$ cat src/hdl/gmd_pkg.sv
// Shared types, cell codes and register constants for the maze solver.
`timescale 1ns / 1ps

package gmd_pkg;

   // Storage size default and register reset values
   localparam int unsigned MAX_CELLS_DEFAULT = 256;
   localparam logic [7:0]  ROW_WIDTH_RESET   = 8'd21;
   localparam logic [8:0]  CELL_COUNT_RESET  = 9'd231;

   // Configuration register indexes
   localparam logic CSR_ROW_WIDTH  = 1'b0;
   localparam logic CSR_CELL_COUNT = 1'b1;

   // Function codes
   localparam logic [1:0] FUNC_WRITE = 2'd0;
   localparam logic [1:0] FUNC_READ  = 2'd1;
   localparam logic [1:0] FUNC_SOLVE = 2'd2;

   // Cell codes
   localparam logic [2:0] CODE_OPEN    = 3'd0;
   localparam logic [2:0] CODE_WALL    = 3'd1;
   localparam logic [2:0] CODE_GOAL    = 3'd2;
   localparam logic [2:0] CODE_VISITED = 3'd3;
   localparam logic [2:0] CODE_PATH    = 3'd4;
   localparam logic [2:0] CODE_REACHED = 3'd5;

   // Number of neighbour directions tried per cell
   localparam logic [2:0] TRIED_ALL = 3'd4;

   // One command word handed to the engine
   typedef struct packed {
      logic [1:0] func;
      logic [7:0] cell_index;
      logic [2:0] cell_value;
      logic [7:0] start_index;
   } cmd_type;

   // One result word returned by the engine
   typedef struct packed {
      logic       found;
      logic [2:0] read_value;
   } res_type;

endpackage

$ cat src/hdl/gmd_engine.sv
// Command sequencer with the grid memory and the depth-first search stack.
`timescale 1ns / 1ps

module gmd_engine #(
   parameter int unsigned MAX_CELLS = gmd_pkg::MAX_CELLS_DEFAULT
) (
   input  logic            clock,
   input  logic            reset,
   input  logic [7:0]      row_width,
   input  logic [8:0]      cell_count,
   input  logic            cmd_valid,
   output logic            cmd_ready,
   input  gmd_pkg::cmd_type cmd,
   output logic            res_valid,
   input  logic            res_ready,
   output gmd_pkg::res_type res
);
   import gmd_pkg::*;

   localparam int ADDR_W  = $clog2(MAX_CELLS);
   localparam int DEPTH_W = ADDR_W + 1;
   localparam int BW      = (DEPTH_W > 9) ? DEPTH_W : 9;
   localparam int NW      = BW + 2;
   localparam int FRAME_W = ADDR_W + 3;

   // Sequencer states
   localparam logic [3:0] ST_IDLE  = 4'd0;
   localparam logic [3:0] ST_RD    = 4'd1;
   localparam logic [3:0] ST_START = 4'd2;
   localparam logic [3:0] ST_NEXT  = 4'd3;
   localparam logic [3:0] ST_CHECK = 4'd4;
   localparam logic [3:0] ST_POP   = 4'd5;
   localparam logic [3:0] ST_MARK  = 4'd6;
   localparam logic [3:0] ST_MARKW = 4'd7;
   localparam logic [3:0] ST_RESP  = 4'd8;

   logic [3:0]         state_ff, state_in;
   logic [ADDR_W-1:0]  top_cell_ff, top_cell_in;
   logic [2:0]         top_tried_ff, top_tried_in;
   logic [DEPTH_W-1:0] depth_ff, depth_in;
   logic [ADDR_W-1:0]  nbr_ff, nbr_in;
   logic [DEPTH_W-1:0] mark_ff, mark_in;
   logic               found_ff, found_in;
   logic [2:0]         read_ff, read_in;

   // Grid memory and search stack, both with registered read data
   logic [2:0]         grid_mem [MAX_CELLS];
   logic [2:0]         grid_rdata_ff;
   logic               grid_we, grid_re;
   logic [ADDR_W-1:0]  grid_waddr, grid_raddr;
   logic [2:0]         grid_wdata;

   logic [FRAME_W-1:0] stack_mem [MAX_CELLS];
   logic [FRAME_W-1:0] stack_rdata_ff;
   logic               stack_we, stack_re;
   logic [ADDR_W-1:0]  stack_waddr, stack_raddr;
   logic [FRAME_W-1:0] stack_wdata;

   logic [BW-1:0]      bound;
   logic               idx_ok, start_ok, nbr_ok;
   logic [ADDR_W-1:0]  cmd_addr, start_addr;
   logic signed [NW-1:0] cell_s, width_s, nbr_s;

   // Solve bound is the smaller of the cell count and the storage size
   assign bound = (BW'(cell_count) < BW'(MAX_CELLS)) ? BW'(cell_count) : BW'(MAX_CELLS);

   assign idx_ok     = ({24'd0, cmd.cell_index} < 32'(MAX_CELLS));
   assign cmd_addr   = ADDR_W'(cmd.cell_index);
   assign start_ok   = (BW'(cmd.start_index) < bound);
   assign start_addr = ADDR_W'(cmd.start_index);

   // Neighbour of the top frame in the direction it tries next
   assign cell_s  = $signed(NW'(top_cell_ff));
   assign width_s = $signed(NW'(row_width));
   always_comb begin
      case (top_tried_ff[1:0])
         2'd0:    nbr_s = cell_s + NW'(1);
         2'd1:    nbr_s = cell_s + width_s;
         2'd2:    nbr_s = cell_s - NW'(1);
         default: nbr_s = cell_s - width_s;
      endcase
   end
   assign nbr_ok = !nbr_s[NW-1] && ($unsigned(nbr_s) < NW'(bound));

   // Next-state and memory control
   always_comb begin
      state_in     = state_ff;
      top_cell_in  = top_cell_ff;
      top_tried_in = top_tried_ff;
      depth_in     = depth_ff;
      nbr_in       = nbr_ff;
      mark_in      = mark_ff;
      found_in     = found_ff;
      read_in      = read_ff;
      grid_we      = 1'b0;
      grid_waddr   = top_cell_ff;
      grid_wdata   = CODE_PATH;
      grid_re      = 1'b0;
      grid_raddr   = nbr_ff;
      stack_we     = 1'b0;
      stack_waddr  = ADDR_W'(depth_ff - DEPTH_W'(1));
      stack_wdata  = {top_tried_ff, top_cell_ff};
      stack_re     = 1'b0;
      stack_raddr  = '0;

      case (state_ff)
         ST_IDLE: begin
            if (cmd_valid) begin
               found_in = 1'b0;
               read_in  = CODE_OPEN;
               state_in = ST_RESP;
               case (cmd.func)
                  FUNC_WRITE: begin
                     if (idx_ok) begin
                        grid_we    = 1'b1;
                        grid_waddr = cmd_addr;
                        grid_wdata = cmd.cell_value;
                     end
                  end
                  FUNC_READ: begin
                     if (idx_ok) begin
                        grid_re    = 1'b1;
                        grid_raddr = cmd_addr;
                        state_in   = ST_RD;
                     end
                  end
                  FUNC_SOLVE: begin
                     if (start_ok) begin
                        grid_re     = 1'b1;
                        grid_raddr  = start_addr;
                        top_cell_in = start_addr;
                        state_in    = ST_START;
                     end
                  end
                  default: state_in = ST_RESP;
               endcase
            end
         end
         ST_RD: begin
            read_in  = grid_rdata_ff;
            state_in = ST_RESP;
         end
         ST_START: begin
            // A goal start is reached at once; an open start opens the search
            if (grid_rdata_ff == CODE_GOAL) begin
               grid_we    = 1'b1;
               grid_wdata = CODE_REACHED;
               found_in   = 1'b1;
               state_in   = ST_RESP;
            end else if (grid_rdata_ff == CODE_OPEN) begin
               grid_we      = 1'b1;
               grid_wdata   = CODE_VISITED;
               top_tried_in = 3'd0;
               depth_in     = DEPTH_W'(1);
               state_in     = ST_NEXT;
            end else begin
               state_in = ST_RESP;
            end
         end
         ST_NEXT: begin
            if (top_tried_ff >= TRIED_ALL) begin
               // All directions tried: drop the frame
               if (depth_ff == DEPTH_W'(1)) begin
                  depth_in = '0;
                  state_in = ST_RESP;
               end else begin
                  depth_in    = depth_ff - DEPTH_W'(1);
                  stack_re    = 1'b1;
                  stack_raddr = ADDR_W'(depth_ff - DEPTH_W'(2));
                  state_in    = ST_POP;
               end
            end else begin
               top_tried_in = top_tried_ff + 3'd1;
               if (nbr_ok) begin
                  nbr_in     = ADDR_W'($unsigned(nbr_s));
                  grid_re    = 1'b1;
                  grid_raddr = ADDR_W'($unsigned(nbr_s));
                  state_in   = ST_CHECK;
               end
            end
         end
         ST_CHECK: begin
            if (grid_rdata_ff == CODE_GOAL) begin
               grid_we    = 1'b1;
               grid_waddr = nbr_ff;
               grid_wdata = CODE_REACHED;
               state_in   = ST_MARK;
            end else if (grid_rdata_ff == CODE_OPEN && depth_ff < DEPTH_W'(MAX_CELLS)) begin
               // Push the current top and descend into the neighbour
               grid_we      = 1'b1;
               grid_waddr   = nbr_ff;
               grid_wdata   = CODE_VISITED;
               stack_we     = 1'b1;
               top_cell_in  = nbr_ff;
               top_tried_in = 3'd0;
               depth_in     = depth_ff + DEPTH_W'(1);
               state_in     = ST_NEXT;
            end else begin
               state_in = ST_NEXT;
            end
         end
         ST_POP: begin
            top_cell_in  = stack_rdata_ff[ADDR_W-1:0];
            top_tried_in = stack_rdata_ff[FRAME_W-1:ADDR_W];
            state_in     = ST_NEXT;
         end
         ST_MARK: begin
            // Route marking starts with the top frame, then walks the stack
            grid_we  = 1'b1;
            found_in = 1'b1;
            if (depth_ff > DEPTH_W'(1)) begin
               stack_re    = 1'b1;
               stack_raddr = '0;
               mark_in     = DEPTH_W'(1);
               state_in    = ST_MARKW;
            end else begin
               depth_in = '0;
               state_in = ST_RESP;
            end
         end
         ST_MARKW: begin
            grid_we    = 1'b1;
            grid_waddr = stack_rdata_ff[ADDR_W-1:0];
            if (mark_ff < depth_ff - DEPTH_W'(1)) begin
               stack_re    = 1'b1;
               stack_raddr = ADDR_W'(mark_ff);
               mark_in     = mark_ff + DEPTH_W'(1);
            end else begin
               depth_in = '0;
               state_in = ST_RESP;
            end
         end
         ST_RESP: begin
            if (res_ready) begin
               state_in = ST_IDLE;
            end
         end
         default: state_in = ST_IDLE;
      endcase
   end

   // Control registers
   always_ff @(posedge clock) begin
      if (reset) begin
         state_ff <= ST_IDLE;
         depth_ff <= '0;
      end else begin
         state_ff <= state_in;
         depth_ff <= depth_in;
      end
   end

   // Working registers
   always_ff @(posedge clock) begin
      top_cell_ff  <= top_cell_in;
      top_tried_ff <= top_tried_in;
      nbr_ff       <= nbr_in;
      mark_ff      <= mark_in;
      found_ff     <= found_in;
      read_ff      <= read_in;
   end

   // Grid memory
   always_ff @(posedge clock) begin
      if (grid_we) begin
         grid_mem[grid_waddr] <= grid_wdata;
      end
      if (grid_re) begin
         grid_rdata_ff <= grid_mem[grid_raddr];
      end
   end

   // Stack memory
   always_ff @(posedge clock) begin
      if (stack_we) begin
         stack_mem[stack_waddr] <= stack_wdata;
      end
      if (stack_re) begin
         stack_rdata_ff <= stack_mem[stack_raddr];
      end
   end

   assign cmd_ready      = (state_ff == ST_IDLE);
   assign res_valid      = (state_ff == ST_RESP);
   assign res.found      = found_ff;
   assign res.read_value = read_ff;

   // The stack is empty whenever no command is in progress
   a_idle_empty: assert property (@(posedge clock) disable iff (reset)
      (state_ff == ST_IDLE) |-> (depth_ff == '0))
      else $error("stack not empty while idle");

   // The stack never grows beyond the storage size
   a_depth_bound: assert property (@(posedge clock) disable iff (reset)
      depth_ff <= DEPTH_W'(MAX_CELLS))
      else $error("stack depth beyond storage");

   // A frame is being expanded only while the stack holds it
   a_next_nonempty: assert property (@(posedge clock) disable iff (reset)
      (state_ff == ST_NEXT) |-> (depth_ff != '0 && top_tried_ff <= TRIED_ALL))
      else $error("expanding without a frame");

   // A popped frame is taken up as the new top in the following cycle
   a_pop_resumes: assert property (@(posedge clock) disable iff (reset)
      (state_ff == ST_POP) |=> (state_ff == ST_NEXT))
      else $error("pop did not resume expansion");

   // The stack walk of route marking runs only with found set
   a_mark_found: assert property (@(posedge clock) disable iff (reset)
      (state_ff == ST_MARKW) |-> found_ff)
      else $error("marking route without found");

endmodule

$ cat src/hdl/grid_maze_dfs_solver.sv
// Top level of the depth-first maze solver: stream ports, registers, result stage.
`timescale 1ns / 1ps

//  Channel | Direction | Handshake             | Payload
//  req_    | in        | req_tvalid/req_tready | tuser func, tdata cell and start fields
//  rsp_    | out       | rsp_tvalid/rsp_tready | tdata found, read_value
//  csr_    | in        | csr_valid/csr_ready   | csr_index, csr_data
//
//  A write goes from idle straight to the response state; a read passes ST_RD first.
//  A solve reads the start cell, then reads each in-bound neighbour tried in ST_CHECK
//  (out-of-bound ones are skipped), takes each backtrack through ST_POP (not for the
//  start frame) and writes the route in ST_MARK and ST_MARKW.
//  Synchronous reset clears the sequencer, the stack depth and the output valid, and loads the configuration registers.
//  A new word is taken while the previous result still waits in the output stage.
module grid_maze_dfs_solver #(
   parameter int unsigned MAX_CELLS = gmd_pkg::MAX_CELLS_DEFAULT
) (
   input  logic        clock,
   input  logic        reset,
   input  logic        req_tvalid,
   output logic        req_tready,
   input  logic [23:0] req_tdata,   // cell_index[7:0], cell_value[10:8], start_index[18:11]
   input  logic [1:0]  req_tuser,   // func[1:0]
   output logic        rsp_tvalid,
   input  logic        rsp_tready,
   output logic [7:0]  rsp_tdata,   // found[0], read_value[3:1]
   input  logic        csr_valid,
   output logic        csr_ready,
   input  logic        csr_index,
   input  logic [8:0]  csr_data
);
   import gmd_pkg::*;

   logic [7:0] row_width_ff, row_width_in;
   logic [8:0] cell_count_ff, cell_count_in;
   logic       rsp_valid_ff, rsp_valid_in;
   res_type    rsp_res_ff;
   cmd_type    cmd;
   res_type    res;
   logic       res_valid, res_ready;

   // Configuration registers are always writable
   assign csr_ready = 1'b1;

   always_comb begin
      row_width_in  = row_width_ff;
      cell_count_in = cell_count_ff;
      if (csr_valid) begin
         case (csr_index)
            CSR_ROW_WIDTH:  row_width_in  = csr_data[7:0];
            CSR_CELL_COUNT: cell_count_in = csr_data;
            default:        row_width_in  = row_width_ff;
         endcase
      end
   end

   always_ff @(posedge clock) begin
      if (reset) begin
         row_width_ff  <= ROW_WIDTH_RESET;
         cell_count_ff <= CELL_COUNT_RESET;
      end else begin
         row_width_ff  <= row_width_in;
         cell_count_ff <= cell_count_in;
      end
   end

   // Unpack the request word
   assign cmd.func        = req_tuser;
   assign cmd.cell_index  = req_tdata[7:0];
   assign cmd.cell_value  = req_tdata[10:8];
   assign cmd.start_index = req_tdata[18:11];

   gmd_engine #(
      .MAX_CELLS(MAX_CELLS)
   ) u_engine (
      .clock      (clock),
      .reset      (reset),
      .row_width  (row_width_ff),
      .cell_count (cell_count_ff),
      .cmd_valid  (req_tvalid),
      .cmd_ready  (req_tready),
      .cmd        (cmd),
      .res_valid  (res_valid),
      .res_ready  (res_ready),
      .res        (res)
   );

   // Output stage: loads when empty or being emptied this cycle
   assign res_ready    = res_valid && (!rsp_valid_ff || rsp_tready);
   assign rsp_valid_in = res_ready || (rsp_valid_ff && !rsp_tready);

   always_ff @(posedge clock) begin
      if (reset) begin
         rsp_valid_ff <= 1'b0;
      end else begin
         rsp_valid_ff <= rsp_valid_in;
      end
   end

   always_ff @(posedge clock) begin
      if (res_ready) begin
         rsp_res_ff <= res;
      end
   end

   assign rsp_tvalid = rsp_valid_ff;
   assign rsp_tdata  = {4'd0, rsp_res_ff.read_value, rsp_res_ff.found};

endmodule
$ cat config.mk
export PLATFORM = sky130hd
export DESIGN_NAME = grid_maze_dfs_solver
export DESIGN_NICKNAME = d
export VERILOG_FILES = /design/src/hdl/gmd_pkg.sv /design/src/hdl/gmd_engine.sv /design/src/hdl/grid_maze_dfs_solver.sv
export SDC_FILE = /design/constraint.sdc
export NUM_CORES = 2
export LEC_CHECK = 0
export ABC_CLOCK_PERIOD_IN_PS = 13150
export BUFFER_PORTS_ARGS = -buffer_cell sky130_fd_sc_hd__buf_4
export CORE_UTILIZATION = 30
export DETAILED_ROUTE_END_ITERATION = 10
export RECOVER_POWER = 25
export SLEW_MARGIN = 20
export SYNTH_ARGS = -nofsm -noshare
export SYNTH_HDL_FRONTEND = slang
export SYNTH_HIERARCHICAL = 1
export SYNTH_SLANG_ARGS = --single-unit
$ cat constraint.sdc
create_clock -name clock -period 13.15 [get_ports clock]
set_input_delay 0.6575 -clock clock [delete_from_list [all_inputs] [get_ports clock]]
set_output_delay 0.6575 -clock clock [all_outputs]
set_load 0.02 [all_outputs]
# [After elaboration in Yosys (flattened, before gate mapping)]
# Memory sizes are Yosys's and may differ from the RTL's. A register that Yosys moved wholly into a read port is not among the register bits.
# Index checks and enable logic that the tools add are counted.
# Widths: inputs -> output; s select.
[word_totals] regBits=67 ramBits=3584 input_bits=41 output_inout_bits=11 word_cells=180 mem_count=2
[mem_list] name="u_engine.stack_mem" words=256 width=11 read_ports=1 rd_ports_with_merged_regs=1 wr=1 line_no="gmd_engine.sv:53" rtl="logic [FRAME_W-1:0] stack_mem [MAX_CELLS];"
[mem_list] name="u_engine.grid_mem" words=256 width=3 read_ports=1 rd_ports_with_merged_regs=1 wr=1 line_no="gmd_engine.sv:47" rtl="logic [2:0] grid_mem [MAX_CELLS];"
[classes] add_sub_neg=9 order_cmp=7 n_eq_ne=30 n_mux=89 bitwise=1 n_reduce_logical=29
[op_table] operator="$mux 8" count=15
[op_table] operator="$mux 9" count=11
[op_table] operator="$pmux 8 s2" count=3
[op_table] operator="$pmux 8 s3" count=2
[op_table] operator="$pmux 9 s5" count=1
[op_table] operator="$mux 4" count=10
[op_table] operator="$mux 3" count=13
[op_table] operator="$pmux 4 s9" count=1
[op_table] operator="$pmux 11 s3" count=1
[op_table] operator="$mux 1" count=22
[op_table] operator="$add 9x1->9 const B" count=2
[op_table] operator="$lt 9x9->1 const B" count=2
[op_table] operator="$ne 2x1->1 const B" count=9
[op_table] operator="$pmux 9 s2" count=1
[op_table] operator="$eq 4x3->1 const B" count=4
[op_table] operator="$ne 2x2->1 const B" count=6
[op_table] operator="$pmux 3 s4" count=1
[op_table] operator="$lt 11x9->1" count=1
[op_table] operator="$add 8x1->9 const B" count=1
[op_table] operator="$add 8x8->9" count=1
[op_table] operator="$eq 9x1->1 const B" count=1
[op_table] operator="$gt 9x1->1 const B" count=1
[op_table] operator="$lt 8x9->1" count=1
[op_table] operator="$lt 9x9->1" count=1
[op_table] operator="other kinds (37)" count=54

# [Depth between registers and ports, before layout]
[depth] word_depth=7 ltp_mapped=32

# [By module]
# The synthesis kept the hierarchy.
[by_module_without_submodules] mod="gmd_engine" instances=1 cells_per_inst=11091 area_each_um2=147679.1 seq_area_each_um2=109264.8
[by_module_without_submodules] mod="grid_maze_dfs_solver" instances=1 cells_per_inst=85 area_each_um2=930.9 seq_area_each_um2=480.5

# [Least setup slack after synthesis]
# Ideal clock, no wire load.
[synth_path] path_type="reg2reg" from="reg u_engine.top_tried_ff[1]" to="reg u_engine.grid_rdata_ff[0] (read register of u_engine.grid_mem) (data pin)" arrival_time_ns=8.612 required_time_ns=12.884 setup_slack_ns=4.272 stages_incl_launch_ff=29 path_buffers=5 synth_period_minus_slack_ns=8.878 path_cell_list="edfxtp_1 -> inv_1 -> ha_1 -> clkbuf_1 -> nand2_1 -> inv_1 -> ha_1 -> a211oi_1 -> o21bai_1 -> a21oi_1 -> o21ai_0 -> xor2_1 -> a221oi_1 -> a21oi_1 -> ha_1 -> o21ai_0 -> a21oi_1 -> nor4b_2 -> buf_2 -> mux2_4 -> nand2_4 -> buf_6 -> buf_4 -> buf_2 -> mux4_2 -> o21ai_0 -> nor2_1 -> nor4_1 -> a211oi_1"
[synth_via] elab_chain_len=7
[synth_lines] element="start: declaration" line_no="gmd_engine.sv:39" rtl="logic [2:0] top_tried_ff, top_tried_in;"
[synth_lines] element="start signal: assignment" line_no="gmd_engine.sv:256" rtl="top_tried_ff <= top_tried_in;"
[synth_lines] element="$eq 2x2->1 (tied with other cells)" line_no="gmd_engine.sv:76" rtl="case (top_tried_ff[1:0])"
[synth_lines] element="$pmux 11 s3" line_no="gmd_engine.sv:76"
[synth_lines] element="$lt 11x9->1 or $logic_not 1->1 (tied branches)" line_no="gmd_engine.sv:83" rtl="assign nbr_ok = !nbr_s[NW-1] && ($unsigned(nbr_s) < NW'(bound));"
[synth_lines] element="$logic_and 1x1->1" line_no="gmd_engine.sv:83"
[synth_lines] element="$mux 8 or $mux 1 (tied branches)"
[synth_lines] element="$mux 8 or $mux 1 (tied branches)" line_no="gmd_engine.sv:161" rtl="if (top_tried_ff >= TRIED_ALL) begin"
[synth_lines] element="$pmux 8 s2 or $pmux 1 s2 (tied branches)" line_no="gmd_engine.sv:106" rtl="case (state_ff)"
[synth_lines] element="end: declaration" line_no="gmd_engine.sv:48" rtl="logic [2:0] grid_rdata_ff;"
# Several ways; a longest one is shown, not always the timed one.
# A chain may end at the register's enable or synchronous reset.

# [Worst setup path after layout]
[layout_path] from="reg u_engine.top_cell_ff[4]" to="mem u_engine.grid_mem[112][0], enable pin"
[layout_via] elab_chain_len=3
[layout_lines] element="start: declaration" line_no="gmd_engine.sv:38" rtl="logic [ADDR_W-1:0] top_cell_ff, top_cell_in;"
[layout_lines] element="start signal: assignment" line_no="gmd_engine.sv:255" rtl="top_cell_ff <= top_cell_in;"
[layout_lines] element="$mux 8, on equally long branches" line_no="gmd_engine.sv:188, gmd_engine.sv:112"
[layout_lines] element="$mux 8, on equally long branches" line_no="gmd_engine.sv:183, gmd_engine.sv:108"
[layout_lines] element="$pmux 8 s3 (*)" line_no="gmd_engine.sv:106"
[layout_lines] element="end: declaration" line_no="gmd_engine.sv:47"
# Every way passes the cells marked *; elsewhere a longest branch is shown, timed or not.

==> reports/results.ini <==
[power_and_ir_drop]
power_frac_clock=0.369
peakVddDrop_mv=0.1593
swShare=0.2770
p_per_area_mw_per_mm2=168.6
pwr-share-seq=0.470
switchingPower_w=0.007888
p_leak_nw=54.67
internal-power_w=0.02059
combinationalPowerShare=0.160

[timing]
finalSetupViolCount=0
rsz0062_at_grt=no
hold_violations=0
finalCriticalPeriod_ps=10680
fmax_mhz=93.65
fin_skew_ps=97.52
finalSetupTns_ps=0
tightest_slew_ps=8690
min_period_over_period=0.8120
hold_slack_ps=77.27
slew_headroom=-4.793
slew_viol_final=1815

[job]
drv_cap=26

[synthesis]
syn_area_per_cell_um2=13.30
syn_inst=11176
synth_compound_area_frac=0.06394
synth_fa_ha_area_frac=0.005237
ys_warn_count=6
muxShareOfSynthArea=0.02687
synthDistinctLibCells=100
synth-seq-cells=3665
synthXorXnorAreaFrac=0.002004
synth_area_mm2=0.1486
seq_area_frac_synth=0.7385
synth_edf_count=3634
async_reset_ff_frac=0
synth-simple-area-share=0.1407
synth_top_family_by_area=simple AND/OR/NAND/NOR gates
ys.flop_type=edfxtp_1

[route]
vias_per_cell=5.228
via_count=93980
dr_wl_met2_mm=192.5
routedLengthMet1_mm=178.1
highest_layer=met5
drc_errors=0
drt_pass1_iterations=6
drt-initial-drc-count=12647
wl_mm=425.7
wl_per_cell_um=23.68
wl_met3_mm=41.79
drtAntennaViolNets=0

[global_route]
grtUsageTotal=0.1631
grt_pass1_wl_mm=611.9
overflow=0
grt_max_degree=207
grt_pass1_vias=88295
grt_antenna_before_repair=21

[floorplanning]
num_rows=258
io_pins=52
coreArea_mm2=0.4936
chipWidth_um=705.8
die_area_mm2=0.4982
die_h_um=705.8
initial_core_util=0.3011

[cts]
clk_pin_slew_ps=60
post_cts_buffers=0
clockBufferDepth=4
cts_tree=done
cts_resized=0
clock_latency_ps=940
root_buffer=clkbuf_16
cts_max_level=5
cts.sinks=3665
numCtsBuffers=378
hold_buffers=7

[worst_hold_path]
holdPathStages=2
hold-path-endpoint=u_engine/top_cell_ff[1]
hp-start=req_tdata[12]
hp-class=input port to flip-flop

[worst_setup_path]
cp-start-kind=flip-flop
crit_type=flip-flop to flip-flop
worstPathArrival_ps=11260
end_kind=flip-flop
r2r-end=u_engine/grid_mem[112][0]
ff2ff_path_depth=5
cp_data_required_time_ps=13740
rrSetupSlack_ps=2470
path_max_fanout=152
r2r-start=u_engine/top_cell_ff[4]

[final_layout]
final_cell_mix=3634 x edfxtp_1, 2922 x nand2_1, 799 x nand3_1
layout_commonest_cell=edfxtp_1
final-instance-count-excl-fill=17978
finalNetCount=11273
finalInstanceArea_mm2=0.1689
regArea_mm2=0.1097
fin_util=0.3422
syn_to_final_growth_pct=13.67
fill_cells=47360
multi_input_area_mm2=0.03612
drive_gt1_frac=0.08974

[place]
placed_area_mm2=0.1567
place_inst=17283
hpwl_mm=241.7
place.gp.congestion=0.8326
numPortBuffers=41

[status]
status=complete, but fails checks
violations=max-capacitance violations, max-slew violations

## through the flow
stage,total power [W],setup slack (ps)
floorplan,0.01654,4272
global placement,0.01803,4423
detailed placement,0.01807,4404
CTS,0.02851,4386
global route,0.02934,2150
finish,0.02848,2472
## per-layer routing
layer  vias up  track usage
met5         -            0
met4        16      0.05197
met3       662      0.03257
met2      4413       0.2520
met1     47206       0.2303
li1      41683            -
## area by class of cell
class                           instances  area share
Clock inverter                        210     0.01159
Antenna cell                            1  0.00001481
Multi-Input combinational cell       6755      0.2138
Clock buffer                          476     0.05970
Sequential cell                      3665      0.6497
Inverter                               34   0.0007555
Tap cell                             6500     0.04815
Timing Repair Buffer                  337     0.01630
## worst max path at each step
stage	startpoint	to	cells after the start
6_report	u_engine/top_cell_ff[4]	u_engine/grid_mem[112][0]	5
5_1_grt	u_engine/top_cell_ff[0]	u_engine/grid_rdata_ff[1]	23
4_1_cts	u_engine/top_tried_ff[1]	u_engine/grid_rdata_ff[1]	26
3_5_place_dp	u_engine/top_tried_ff[1]	u_engine/grid_rdata_ff[1]	26
3_3_place_gp	u_engine/top_tried_ff[1]	u_engine/grid_rdata_ff[1]	26
2_1_floorplan	u_engine/top_tried_ff[1]	u_engine/grid_rdata_ff[0]	28
## power by group through the flow
| stage | registers [W] | logic, W | clock network (W) |
|---|---|---|---|
| after floorplan | 0.0138 | 0.00269 | 0 |
| after global placement | 0.0136 | 0.00447 | 0 |
| after detailed placement | 0.0136 | 0.00451 | 0 |
| after CTS | 0.0133 | 0.00453 | 0.0107 |
| after global routing | 0.0134 | 0.00484 | 0.0111 |
| final | 0.0134 | 0.00456 | 0.0105 |
## critical path: stages, from the launching register on
cell and delay (ps):
edfxtp_1 350, clkbuf_1 5970, a221oi_1 1690, nor2_1 1070
nand2_1 710, nor2_1 520
## flip-flops by register name (all words and copies together) (netlist names)
| signal | cells |
|---|---|
| cell_count_ff | 9 |
| row_width_ff | 8 |
| rsp_tdata | 4 |
| rsp_tvalid | 1 |
| u_engine/depth_ff | 9 |
| u_engine/found_ff | 1 |
| u_engine/grid_mem | 768 |
| u_engine/grid_rdata_ff | 3 |
| u_engine/mark_ff | 9 |
| u_engine/nbr_ff | 8 |
| u_engine/read_ff | 3 |
| u_engine/stack_mem | 2816 |
| u_engine/stack_rdata_ff | 11 |
| u_engine/state_ff | 4 |
| u_engine/top_cell_ff | 8 |
| u_engine/top_tried_ff | 3 |
## cells by family (layout without fill, tap and decap cells)
logic type | Yosys count | in the layout
AO/OA/AOI/OAI | 1352 | 1352
XOR/XNOR | 34 | 34
adder cells (fa/ha/maj) | 61 | 61
buffers and inverters | 759 | 1057
flip-flops | 3665 | 3665
multiplexers | 376 | 376
other | 2 | 6
AND/OR/NAND/NOR | 4927 | 4927
## cell usage after synthesis, types with 11 or more instances
cell | count | area, um^2
nor2_1 | 646 | 2425
o31ai_1 | 13 | 97.59
a21o_1 | 22 | 165.2
dfxtp_1 | 31 | 620.6
and3_1 | 200 | 1251
o21ai_0 | 91 | 455.4
nand3_1 | 816 | 4084
o22ai_1 | 103 | 644.4
o211ai_1 | 14 | 105.1
a211o_1 | 15 | 131.4
a32oi_1 | 198 | 1734
o32ai_1 | 11 | 96.34
a2111oi_0 | 22 | 192.7
a311oi_1 | 78 | 683.2
ha_1 | 59 | 738.2
xor2_1 | 21 | 183.9
xnor2_1 | 13 | 113.9
a21oi_1 | 245 | 1226
o221ai_1 | 12 | 105.1
edfxtp_1 | 3634 | 109100
a221oi_1 | 54 | 473.0
buf_6 | 15 | 168.9
a31oi_1 | 283 | 1770
mux2i_1 | 348 | 3483
nor3_1 | 50 | 250.2
nor2b_1 | 19 | 118.9
a211oi_1 | 44 | 330.3
a22oi_1 | 21 | 157.7
a32o_1 | 18 | 180.2
nand4_1 | 113 | 706.9
nand2b_1 | 23 | 143.9
a21boi_0 | 22 | 165.2
mux4_2 | 17 | 382.9
nor4_1 | 47 | 294.0
and2_1 | 20 | 125.1
o2111ai_1 | 16 | 140.1
inv_1 | 32 | 120.1
buf_2 | 207 | 1036
buf_1 | 142 | 533.0
nand2_1 | 2942 | 11040
buf_4 | 26 | 195.2
clkbuf_1 | 331 | 1242
Note: power is estimated with default switching activity, not from simulation.
